===== config.mk =====
export PLATFORM = sky130hd
export DESIGN_NAME = moore_neighborhood_generator
export DESIGN_NICKNAME = d
export VERILOG_FILES = /design/src/mng_pkg.sv /design/src/mng_front.sv /design/src/mng_queue.sv /design/src/mng_back.sv /design/src/moore_neighborhood_generator.sv
export SDC_FILE = /design/constraint.sdc
export NUM_CORES = 1
export LEC_CHECK = 0
export ABC_CLOCK_PERIOD_IN_PS = 2800
export BUFFER_PORTS_ARGS = -buffer_cell sky130_fd_sc_hd__buf_4
export CAP_MARGIN = 30
export CORE_MARGIN = 8
export CORE_UTILIZATION = 50
export CTS_BUF_LIST = sky130_fd_sc_hd__clkbuf_8
export CTS_CLUSTER_SIZE = 8
export DETAILED_ROUTE_END_ITERATION = 7
export PLACE_DENSITY = 0.75
export SLEW_MARGIN = 20
export SYNTH_ARGS = -nofsm -noshare
export SYNTH_HDL_FRONTEND = slang
export SYNTH_SLANG_ARGS = --single-unit

===== constraint.sdc =====
create_clock -name clk -period 2.8 [get_ports clk]
set_input_delay 0.56 -clock clk [delete_from_list [all_inputs] [get_ports clk]]
set_output_delay 0.56 -clock clk [all_outputs]
set_load 0.02 [all_outputs]

===== src/mng_pkg.sv =====
// ----------------------------------------------------------------------------
// mng_pkg
// Shared constants, register indexes and types of the Moore neighbourhood
// generator.
// ----------------------------------------------------------------------------
package mng_pkg;

  localparam int MAX_DIMS    = 3;
  localparam int COORD_BITS  = 12;
  localparam int OFF_BITS    = 2;
  localparam int BOUND_BITS  = COORD_BITS + 1;
  localparam int IN_TDATA_W  = ((MAX_DIMS * COORD_BITS + 7) / 8) * 8;
  localparam int OUT_FIELD_W = MAX_DIMS * (OFF_BITS + COORD_BITS);
  localparam int OUT_TDATA_W = ((OUT_FIELD_W + 7) / 8) * 8;
  localparam int CFG_IDX_W   = 3;
  localparam int CFG_DATA_W  = BOUND_BITS;
  localparam int DIMS_W      = 2;
  localparam int QUEUE_DEPTH = 2;
  localparam int QPTR_W      = $clog2(QUEUE_DEPTH);

  // register indexes
  localparam logic [CFG_IDX_W-1:0] REG_NUM_DIMS    = 3'd0;
  localparam logic [CFG_IDX_W-1:0] REG_GRID_LOW_0  = 3'd1;
  localparam logic [CFG_IDX_W-1:0] REG_GRID_LOW_1  = 3'd2;
  localparam logic [CFG_IDX_W-1:0] REG_GRID_LOW_2  = 3'd3;
  localparam logic [CFG_IDX_W-1:0] REG_GRID_HIGH_0 = 3'd4;
  localparam logic [CFG_IDX_W-1:0] REG_GRID_HIGH_1 = 3'd5;
  localparam logic [CFG_IDX_W-1:0] REG_GRID_HIGH_2 = 3'd6;

  localparam logic [DIMS_W-1:0]     NUM_DIMS_RST  = 2'd3;
  localparam logic [BOUND_BITS-1:0] GRID_HIGH_RST = BOUND_BITS'(1 << COORD_BITS);

  typedef logic [MAX_DIMS-1:0][COORD_BITS-1:0] coord_vec_t;
  typedef logic [MAX_DIMS-1:0][OFF_BITS-1:0]   off_vec_t;

  // one classified request: centre plus which sides of the window survive
  typedef struct packed {
    coord_vec_t          center;
    logic [MAX_DIMS-1:0] act;
    logic [MAX_DIMS-1:0] has_lo;
    logic [MAX_DIMS-1:0] has_hi;
  } win_desc_t;

  typedef struct packed {
    logic valid;
    logic ready;
  } hs_t;

endpackage


===== src/mng_front.sv =====
// ----------------------------------------------------------------------------
// mng_front
// Configuration registers and window classification of each incoming centre.
// ----------------------------------------------------------------------------
module mng_front (
  input  logic                               clk,
  input  logic                               rst_n,
  input  logic                               cfg_valid,
  output logic                               cfg_ready,
  input  logic [mng_pkg::CFG_IDX_W-1:0]      cfg_index,
  input  logic [mng_pkg::CFG_DATA_W-1:0]     cfg_data,
  input  logic                               in_tvalid,
  output logic                               in_tready,
  input  logic [mng_pkg::IN_TDATA_W-1:0]     in_tdata,
  output mng_pkg::hs_t                       push,
  input  logic                               push_ready,
  output mng_pkg::win_desc_t                 push_desc
);
  import mng_pkg::*;

  logic [DIMS_W-1:0]                    num_dims_r, num_dims_nxt;
  logic [MAX_DIMS-1:0][COORD_BITS-1:0]  grid_low_r, grid_low_nxt;
  logic [MAX_DIMS-1:0][BOUND_BITS-1:0]  grid_high_r, grid_high_nxt;
  logic [MAX_DIMS-1:0]                  act;
  logic [COORD_BITS-1:0]                c;

  assign cfg_ready = 1'b1;

  always_comb begin
    num_dims_nxt  = num_dims_r;
    grid_low_nxt  = grid_low_r;
    grid_high_nxt = grid_high_r;
    if (cfg_valid) begin
      case (cfg_index)
        REG_NUM_DIMS:    num_dims_nxt     = cfg_data[DIMS_W-1:0];
        REG_GRID_LOW_0:  grid_low_nxt[0]  = cfg_data[COORD_BITS-1:0];
        REG_GRID_LOW_1:  grid_low_nxt[1]  = cfg_data[COORD_BITS-1:0];
        REG_GRID_LOW_2:  grid_low_nxt[2]  = cfg_data[COORD_BITS-1:0];
        REG_GRID_HIGH_0: grid_high_nxt[0] = cfg_data;
        REG_GRID_HIGH_1: grid_high_nxt[1] = cfg_data;
        REG_GRID_HIGH_2: grid_high_nxt[2] = cfg_data;
        default: ;
      endcase
    end
  end

  always_ff @(posedge clk) begin
    if (!rst_n) begin
      num_dims_r <= NUM_DIMS_RST;
      for (int d = 0; d < MAX_DIMS; d++) begin
        grid_low_r[d]  <= '0;
        grid_high_r[d] <= GRID_HIGH_RST;
      end
    end else begin
      num_dims_r  <= num_dims_nxt;
      grid_low_r  <= grid_low_nxt;
      grid_high_r <= grid_high_nxt;
    end
  end

  // a count of zero behaves as one
  always_comb begin
    case (num_dims_r)
      2'd0, 2'd1: act = 3'b001;
      2'd2:       act = 3'b011;
      default:    act = 3'b111;
    endcase
  end

  always_comb begin
    c = '0;
    push_desc.act = act;
    for (int d = 0; d < MAX_DIMS; d++) begin
      c = in_tdata[d*COORD_BITS +: COORD_BITS];
      push_desc.center[d] = c;
      push_desc.has_lo[d] = act[d] && (c != grid_low_r[d]) && (c != '0);
      push_desc.has_hi[d] = act[d] && (({1'b0, c} + BOUND_BITS'(1)) != grid_high_r[d])
                            && (c != '1);
    end
  end

  assign push.valid = in_tvalid;
  assign push.ready = push_ready;
  assign in_tready  = push_ready;

endmodule


===== src/mng_queue.sv =====
// ----------------------------------------------------------------------------
// mng_queue
// Short FIFO of classified requests between front and back.
// ----------------------------------------------------------------------------
module mng_queue (
  input  logic                clk,
  input  logic                rst_n,
  input  mng_pkg::hs_t        push,
  output logic                push_ready,
  input  mng_pkg::win_desc_t  push_desc,
  output logic                pop_valid,
  input  logic                pop,
  output mng_pkg::win_desc_t  pop_desc
);
  import mng_pkg::*;

  win_desc_t          mem_r [QUEUE_DEPTH];
  logic [QPTR_W-1:0]  wr_ptr_r, wr_ptr_nxt;
  logic [QPTR_W-1:0]  rd_ptr_r, rd_ptr_nxt;
  logic [QPTR_W:0]    count_r, count_nxt;
  logic               do_push, do_pop;

  assign push_ready = (count_r != (QPTR_W+1)'(QUEUE_DEPTH));
  assign pop_valid  = (count_r != '0);
  assign pop_desc   = mem_r[rd_ptr_r];
  assign do_push    = push.valid && push.ready;
  assign do_pop     = pop && pop_valid;

  always_comb begin
    wr_ptr_nxt = wr_ptr_r;
    rd_ptr_nxt = rd_ptr_r;
    count_nxt  = count_r;
    if (do_push) wr_ptr_nxt = (wr_ptr_r == QPTR_W'(QUEUE_DEPTH-1)) ? '0 : wr_ptr_r + 1'b1;
    if (do_pop)  rd_ptr_nxt = (rd_ptr_r == QPTR_W'(QUEUE_DEPTH-1)) ? '0 : rd_ptr_r + 1'b1;
    if (do_push && !do_pop)      count_nxt = count_r + 1'b1;
    else if (!do_push && do_pop) count_nxt = count_r - 1'b1;
  end

  always_ff @(posedge clk) begin
    if (!rst_n) begin
      wr_ptr_r <= '0;
      rd_ptr_r <= '0;
      count_r  <= '0;
    end else begin
      wr_ptr_r <= wr_ptr_nxt;
      rd_ptr_r <= rd_ptr_nxt;
      count_r  <= count_nxt;
    end
  end

  always_ff @(posedge clk) begin
    if (do_push) mem_r[wr_ptr_r] <= push_desc;
  end

endmodule


===== src/mng_back.sv =====
// ----------------------------------------------------------------------------
// mng_back
// Window walker: steps through the clipped window, last dimension fastest,
// one neighbour per cycle into the output register unless the output stalls.
// ----------------------------------------------------------------------------
module mng_back (
  input  logic                             clk,
  input  logic                             rst_n,
  input  logic                             pop_valid,
  output logic                             pop,
  input  mng_pkg::win_desc_t               pop_desc,
  output logic                             out_tvalid,
  input  logic                             out_tready,
  output logic [mng_pkg::OUT_TDATA_W-1:0]  out_tdata,
  output logic                             out_tlast
);
  import mng_pkg::*;

  logic                    busy_r, busy_nxt;
  win_desc_t               desc_r, desc_nxt;
  off_vec_t                off_r, off_nxt, off_step, off_min, off_max;
  logic                    out_valid_r, out_valid_nxt;
  logic [OUT_TDATA_W-1:0]  out_data_r, out_data_nxt;
  logic                    out_last_r, out_last_nxt;
  logic                    carry, at_end, take;
  coord_vec_t              nb;

  // window corners as offsets: -1 / 0 at the bottom, 0 / +1 at the top
  always_comb begin
    for (int d = 0; d < MAX_DIMS; d++) begin
      off_min[d] = desc_r.has_lo[d] ? 2'b11 : 2'b00;
      off_max[d] = desc_r.has_hi[d] ? 2'b01 : 2'b00;
    end
  end

  always_comb begin
    carry    = 1'b1;
    off_step = off_r;
    for (int d = MAX_DIMS-1; d >= 0; d--) begin
      if (carry) begin
        if (off_r[d] != off_max[d]) begin
          off_step[d] = off_r[d] + 2'b01;
          carry       = 1'b0;
        end else begin
          off_step[d] = off_min[d];
        end
      end
    end
    at_end = carry;
  end

  always_comb begin
    for (int d = 0; d < MAX_DIMS; d++) begin
      nb[d] = desc_r.act[d]
            ? desc_r.center[d] + {{(COORD_BITS-OFF_BITS){off_r[d][1]}}, off_r[d]}
            : '0;
    end
  end

  assign take = !out_valid_r || out_tready;

  always_comb begin
    busy_nxt      = busy_r;
    desc_nxt      = desc_r;
    off_nxt       = off_r;
    out_valid_nxt = out_valid_r;
    out_data_nxt  = out_data_r;
    out_last_nxt  = out_last_r;
    pop           = 1'b0;
    if (out_valid_r && out_tready) out_valid_nxt = 1'b0;
    if (busy_r && take) begin
      out_valid_nxt = 1'b1;
      out_data_nxt  = OUT_TDATA_W'({nb, off_r});
      out_last_nxt  = at_end;
      off_nxt       = off_step;
      if (at_end) busy_nxt = 1'b0;
    end else if (!busy_r && pop_valid) begin
      pop      = 1'b1;
      desc_nxt = pop_desc;
      busy_nxt = 1'b1;
      for (int d = 0; d < MAX_DIMS; d++) begin
        off_nxt[d] = pop_desc.has_lo[d] ? 2'b11 : 2'b00;
      end
    end
  end

  always_ff @(posedge clk) begin
    if (!rst_n) begin
      busy_r      <= 1'b0;
      out_valid_r <= 1'b0;
    end else begin
      busy_r      <= busy_nxt;
      out_valid_r <= out_valid_nxt;
    end
  end

  always_ff @(posedge clk) begin
    desc_r     <= desc_nxt;
    off_r      <= off_nxt;
    out_data_r <= out_data_nxt;
    out_last_r <= out_last_nxt;
  end

  assign out_tvalid = out_valid_r;
  assign out_tdata  = out_data_r;
  assign out_tlast  = out_last_r;

endmodule


===== src/moore_neighborhood_generator.sv =====
// ----------------------------------------------------------------------------
// moore_neighborhood_generator
// Enumerates the clipped 3x3x3 Moore neighbourhood of a centre coordinate.
// ----------------------------------------------------------------------------
// Usage:
//   cfg_*  : register writes (index 0 num_dims, 1..3 grid_low_d, 4..6
//            grid_high_d); cfg_ready is always high. Write only while idle.
//   in_*   : one request per centre, tdata = {center_2, center_1, center_0}.
//   out_*  : one result per neighbour in row-major order (dimension 0
//            slowest), centre included, tlast on the final one of a run.
// Timing:
//   A request with n neighbours (1 to 27) holds the walker while it loads
//   and then emits every neighbour. An accepted request passes through the
//   queue and the walker's load before its first result is registered.
//   A two-entry queue lets the front take further requests while the walker
//   is busy; in_tready drops when the queue is full.
// Reset: synchronous, active low; clears the queue, walker and output
//   register, and loads num_dims = 3, grid_low = 0, grid_high = 4096.
// Stall: a held output keeps its data; the walker pauses until it is taken.
// ----------------------------------------------------------------------------
module moore_neighborhood_generator (
  input  logic                             clk,
  input  logic                             rst_n,
  input  logic                             cfg_valid,
  output logic                             cfg_ready,
  input  logic [mng_pkg::CFG_IDX_W-1:0]    cfg_index,
  input  logic [mng_pkg::CFG_DATA_W-1:0]   cfg_data,
  input  logic                             in_tvalid,
  output logic                             in_tready,
  // center_0, center_1, center_2, zero pad
  input  logic [mng_pkg::IN_TDATA_W-1:0]   in_tdata,
  output logic                             out_tvalid,
  input  logic                             out_tready,
  // offset_0, offset_1, offset_2, neighbor_0, neighbor_1, neighbor_2, zero pad
  output logic [mng_pkg::OUT_TDATA_W-1:0]  out_tdata,
  output logic                             out_tlast
);
  import mng_pkg::*;

  hs_t        push;
  logic       push_ready;
  win_desc_t  push_desc;
  logic       pop_valid, pop;
  win_desc_t  pop_desc;

  mng_front u_front (
    .clk        (clk),
    .rst_n      (rst_n),
    .cfg_valid  (cfg_valid),
    .cfg_ready  (cfg_ready),
    .cfg_index  (cfg_index),
    .cfg_data   (cfg_data),
    .in_tvalid  (in_tvalid),
    .in_tready  (in_tready),
    .in_tdata   (in_tdata),
    .push       (push),
    .push_ready (push_ready),
    .push_desc  (push_desc)
  );

  mng_queue u_queue (
    .clk        (clk),
    .rst_n      (rst_n),
    .push       (push),
    .push_ready (push_ready),
    .push_desc  (push_desc),
    .pop_valid  (pop_valid),
    .pop        (pop),
    .pop_desc   (pop_desc)
  );

  mng_back u_back (
    .clk        (clk),
    .rst_n      (rst_n),
    .pop_valid  (pop_valid),
    .pop        (pop),
    .pop_desc   (pop_desc),
    .out_tvalid (out_tvalid),
    .out_tready (out_tready),
    .out_tdata  (out_tdata),
    .out_tlast  (out_tlast)
  );

endmodule


==> results.yml, run 1 <==
synthesis:
  synth_top_area_cell: "edfxtp_1"
  seq_area_frac_synth_pct: 55.6
  synth_common_cells: "182 x nand2_1, 181 x edfxtp_1, 84 x dfxtp_1"
  synth_area_leaders: "edfxtp_1 42%, dfxtp_1 13%, nand2_1 5.3%"
  synth_edf_count: 181
  synth_cells: 1129
  synthesis.area_um2: 12800
  avgSynthCellArea_um2: 11.3
  yosysTopAreaCellShare_pct: 42.4
  async_flop_share_pct: 0
  ys_ff_latch: 265
  synth_warnings: 0
  synthDistinctLibCells: 74
  synth_most_common_cell: "nand2_1"
  dominantRegCellSynth: "edfxtp_1"
critical_path:
  cp.required_ns: 3.09
  r2r_cells: 6
  arrival_ns: 2.83
  crit_path_top_delay_cell: "edfxtp_1"
  reg2reg_slack_ns: 0.26
  crit_fanout: 16
  crit_cells: 6
  slowest_delay_ns: 0.67
  cp_num_buf_inv: 0
  critPathKind: "register to register"
  end_kind: "register"
  crit_family: "flip-flops"
  setup.worst_path.start_class: "register"
  crit_chain: "ha_1 > or4_1 > o22ai_1 > o21ai_1 > xnor2_1 > and2_1"
die:
  fp-row-count: 58
  core_um2: 25200
  die_area_um2: 31000
  initial_core_util_pct: 50.9
  fp.dieH_um: 176
  io_pins: 113
  die_x_um: 176
drt:
  drt_wl_total_um: 26800
  drt_iter0_drc: 627
  dr_wl_met2_um: 12600
  drt_pass1_iterations: 6
  drt-met1-wl_um: 12000
  vias: 8687
  routedWlPerCell_um: 16.7
  ant_nets: 0
  post-route-drc-count: 0
  dr.max_layer_used: "met4"
  met3_length_um: 1610
  post_drt_via_cell_ratio: 5.42
place:
  dp_cells: 1525
  globalplace.congestion: 0.833
  numPortBuffers: 101
  dpl.hpwl_um: 19000
finish:
  drive_gt1_share_pct: 18.0
  fillerInstances: 2045
  seq_area_um2: 7120
  area_delta_synth_final_pct: 14.7
  instances_no_fill: 1603
  multi_input_area_um2: 5360
  final_net_count: 1344
cts:
  clock_sinks: 265
  postCtsSetupBuffers: 0
  clock_latency_ns: 0.55
  cts.clk_slew.worst_paths_ns: 0.06
  cts_buffers: 43
  ctsLongestPathBuffers: 3
  hold_buffers: 0
  cts_tree: "built"
  cts-root-buf: "clkbuf_8"
  ctsResizeCount: 0
  htreeDepth: 2
sta:
  period_needed_ns: 2.54
  worstMarginPinSlew_ns: 0.830
  fmax_mhz: 393
  setup_tns_ns: 0
  setup_viol: 0
  finClkSkew_ns: 0.0188
  slew_headroom_pct: 44.5
  finalCritPeriodShare_pct: 90.9
  rsz0062_at_grt: "no"
  slew_violations: 0
  hold_viol_final: 0
power:
  p_per_area_nw_per_um2: 989
  p_leak_nw: 5.37
  peakVddDrop_mv: 0.505
grt:
  grt_pass1_wl_um: 42800
  antenna_found_initial: 2
  grt_pass1_vias: 8457
  grt_max_degree: 85
  grt_overflow: 0
  grt_util_all_layers_pct: 16.9
hold_path:
  min_path_cells: 1
  hold_path.class: "input port to register"
run:
  cap_viol_max_count: 0
outcome:
  status: "complete, no violations"
routing by layer:
layer / vias up / GRT usage, %
met4: 0 / 6.22
met2: 242 / 27.8
met5: - / 0
li1: 4261 / -
met1: 4139 / 21.9
met3: 45 / 3.38
final cells by class:
type	instances	area share, %
diodes	2	0.0341
clock buffers	47	4.40
clock inverters	29	0.988
inverters	27	0.690
multi-input cells	785	36.5
flip-flops and latches	265	48.5
well taps	330	2.81
repair buffers	118	6.12
cell families after synthesis:
family	share of synthesized area, %
AND/OR/NAND/NOR	13.6
flip-flops	55.6
AO/OA/AOI/OAI	11.7
XOR/XNOR	7.18
buffers and inverters	2.86
multiplexers	4.68
adder cells (fa/ha/maj)	4.38
other	0.0586
cells in the final DEF, fill, tap and decap left out, drive strengths merged, types with 10 or more instances in the layout:
cell,Yosys,layout
ha,40,40
o21ai,34,34
xnor2,66,66
dfxtp,84,84
a21oi,25,25
buf,15,118
edfxtp,181,181
a21boi,75,75
o21a,10,10
xor2,39,39
a211oi,11,11
nand4,18,18
and3,10,10
nand2,182,182
mux2,47,47
nor3,20,20
nor2b,18,18
inv,26,47
nand3,21,21
and2,14,14
nor2,47,47
clkbuf,42,47
final timing paths:
check	startpoint	endpoint
worst min-delay path	in_tdata[23]	u_queue.mem_r[1][32]
worst min register to register	u_front.grid_low_r[16]	u_front.grid_low_r[16]
worst max register to register	u_back.off_r[5]	u_back.out_tdata[39]
worst max-delay path	u_back.off_r[5]	u_back.out_tdata[39]
registers in the layout, summed over array words and instances (netlist names), named ones only:
| register | cells |
|---|---|
| u_queue.wr_ptr_r | 1 |
| u_back.out_tvalid | 1 |
| u_front.num_dims_r | 2 |
| u_queue.mem_r | 88 |
| u_back.out_tdata | 42 |
| u_back.busy_r | 1 |
| u_back.out_tlast | 1 |
| u_back.desc_r | 44 |
| u_front.grid_low_r | 36 |
| u_front.grid_high_r | 39 |
| u_back.off_r | 6 |
| u_queue.rd_ptr_r | 1 |
| u_queue.count_r | 2 |
worst reg2reg max path, delay by kind of cell, from the launching register on:
kind                       cells  cell delay, ns
and+or+nand+nor                2            0.67
DFF                            1            0.67
AOI/OAI and AO/OA              2            0.45
adders and majority gates      1            0.39
xor gates and xnor gates       1            0.13
report_power, final:
| part | switching [mW] | internal [mW] | leakage, nW |
|---|---|---|---|
| Combinational | 3.05 | 2.50 | 2.57 |
| Sequential | 0.420 | 5.49 | 2.32 |
| Clock | 1.45 | 1.63 | 0.475 |
metrics by stage:
stage	util [%]	hold WS, ns	setup slack, ns	power [mW]	area [um^2]
global route	58.3	0.243	0.117	15.5	14700
CTS	58.3	0.236	0.292	14.6	14700
finish	58.3	0.264	0.256	14.5	14700
detailed placement	55.2	0.458	0.300	11.5	13900
floorplan	-	0.433	0.415	9.99	12800
global placement	55.2	0.451	0.270	11.3	13900
(Power assumes the default switching activity.)
==> run 2, diff against run 1 <==
--- a/config.mk
+++ b/config.mk
@@ -5,15 +5,14 @@
 export SDC_FILE = /design/constraint.sdc
 export NUM_CORES = 1
 export LEC_CHECK = 0
-export ABC_CLOCK_PERIOD_IN_PS = 2800
+export ABC_CLOCK_PERIOD_IN_PS = 2600
 export BUFFER_PORTS_ARGS = -buffer_cell sky130_fd_sc_hd__buf_4
 export CAP_MARGIN = 30
 export CORE_MARGIN = 8
 export CORE_UTILIZATION = 50
 export CTS_BUF_LIST = sky130_fd_sc_hd__clkbuf_8
-export CTS_CLUSTER_SIZE = 8
 export DETAILED_ROUTE_END_ITERATION = 7
-export PLACE_DENSITY = 0.75
+export PLACE_DENSITY = 0.73
 export SLEW_MARGIN = 20
 export SYNTH_ARGS = -nofsm -noshare
 export SYNTH_HDL_FRONTEND = slang
==> constraint.sdc (replaced) <==
create_clock -name clk -period 2.6 [get_ports clk]
set_input_delay 0.52 -clock clk [delete_from_list [all_inputs] [get_ports clk]]
set_output_delay 0.52 -clock clk [all_outputs]
set_load 0.02 [all_outputs]
==> results.yml, run 2 (synthesis gave the netlist of run 1 again) <==
power:
  p_per_area_nw_per_um2: 1090
  p_leak_nw: 5.43
  peakVddDrop_mv: 0.596
sta:
  finalCritPeriodShare_pct: 95.4
  slew_headroom_pct: 49.8
  setup_tns_ns: 0
  finClkSkew_ns: 0.0209
  rsz0062_at_grt: "no"
  hold_viol_final: 0
  whs_ns: 0.220
  period_needed_ns: 2.48
  slew_violations: 0
  setup_slack_ns: 0.119
  setup_viol: 0
  fmax_mhz: 403
  worstMarginPinSlew_ns: 0.754
drt:
  vias: 8662
  post_drt_via_cell_ratio: 5.39
  drt_iter0_drc: 740
  ant_nets: 0
  drt_wl_total_um: 26800
  post-route-drc-count: 0
  routedWlPerCell_um: 16.6
  drt_pass1_iterations: 5
cts:
  ctsLongestPathBuffers: 3
  clock_latency_ns: 0.54
  ctsResizeCount: 0
  cts.clk_slew.worst_paths_ns: 0.06
  postCtsSetupBuffers: 0
  clock_sinks: 265
  htreeDepth: 2
  cts_tree: "built"
  cts-root-buf: "clkbuf_8"
  cts_buffers: 44
  hold_buffers: 0
critical_path:
  crit_family: "compound AO/OA/AOI/OAI gates"
  crit_fanout: 10
  arrival_ns: 2.75
  slowest_delay_ns: 0.55
  end_kind: "register"
  crit_chain: "buf_4 > ha_1 > o21a_1 > o31ai_4 > a21oi_2 > or4_4 > a21oi_1 > a311oi_2"
  crit_path_top_delay_cell: "edfxtp_1"
  critPathKind: "register to register"
  cp_num_buf_inv: 1
  cp.required_ns: 2.87
  setup.worst_path.start_class: "register"
finish:
  largest_register: "u_queue.mem_r"
  drive_gt1_share_pct: 19.2
  final_common_cell: "nand2_1"
  largest_register_ff_count: 88
  area_delta_synth_final_pct: 16.1
  final_cell_mix: "182 x nand2_1, 181 x edfxtp_1, 118 x buf_4"
  final_net_count: 1347
  diodes: 0
  instances_no_fill: 1608
grt:
  grt_util_all_layers_pct: 17.0
  gr-usage-met1_pct: 21.6
  grtUsageMet2_pct: 28.1
  use_met3_pct: 3.85
  grt_overflow: 0
  grt_pass1_wl_um: 42700
  grt_max_degree: 85
  antenna_found_initial: 0
  busiest_layer: "met2"
  grt_pass1_vias: 8393
die:
  core_um2: 25200
  io_pins: 113
  die_x_um: 176
  die_area_um2: 31000
  fp.dieH_um: 176
  fp-row-count: 58
  initial_core_util_pct: 50.9
place:
  place_ws_ns: -0.0460
  globalplace.congestion: 0.805
  numPortBuffers: 101
  dp_cells: 1527
  dpl.hpwl_um: 18800
run:
  cap_viol_max_count: 0
hold_path:
  hold_path.class: "input port to register"
outcome:
  status: "complete, no violations"
[run 2: cell count changes in the layout (fill, tap and decap cells not counted)]
cell and delta:
clkinv_1 +3, buf_4 +1, clkinv_2 +8, bufinv_16 +5, diode_2 -2, inv_1 -12
buf_12 +1, clkinvlp_4 +1
[run 2: path summary, 6_finish.rpt]
path | end | slack [ns] | cells after the start | from
worst min-delay path | u_queue.mem_r[0][31] | 0.22 | 1 | in_tdata[22]
worst max register to register | u_back.out_tdata[28] | 0.12 | 8 | u_back.off_r[3]
worst min register to register | u_front.grid_high_r[37] | 0.47 | 2 | u_front.grid_high_r[37]
worst max-delay path | u_back.out_tdata[28] | 0.12 | 8 | u_back.off_r[3]
[run 2: layout make-up]
type                            count  area, um^2
Clock buffer                       47         647
Clock inverter                     34         309
Fill cell                        2047       10300
Inverter                           27         101
Multi-Input combinational cell    785        5360
Sequential cell                   265        7120
Tap cell                          330         413
Timing Repair Buffer              120         926
[run 2: metal layers]
metal / routed length [um] / share of wire [%]
met1: 12000 / 45
met2: 12400 / 46
met3: 1680 / 6.3
met4: 671 / 2.5
met5: 0 / 0
[run 2: through the flow]
step	power (mW)	instance area, um^2	util (%)
global placement	12.2	13900	55.3
finish	16.3	14900	59.1
CTS	16.4	14900	59.1
floorplan	10.8	12800	-
detailed placement	12.4	13900	55.3
global route	17.3	14900	59.1
[run 2: where the power goes]
group          switching [mW]  total [mW]  internal, mW
Combinational            3.32        6.02          2.70
Sequential              0.421        6.33          5.91
Clock                    1.63        3.92          2.29
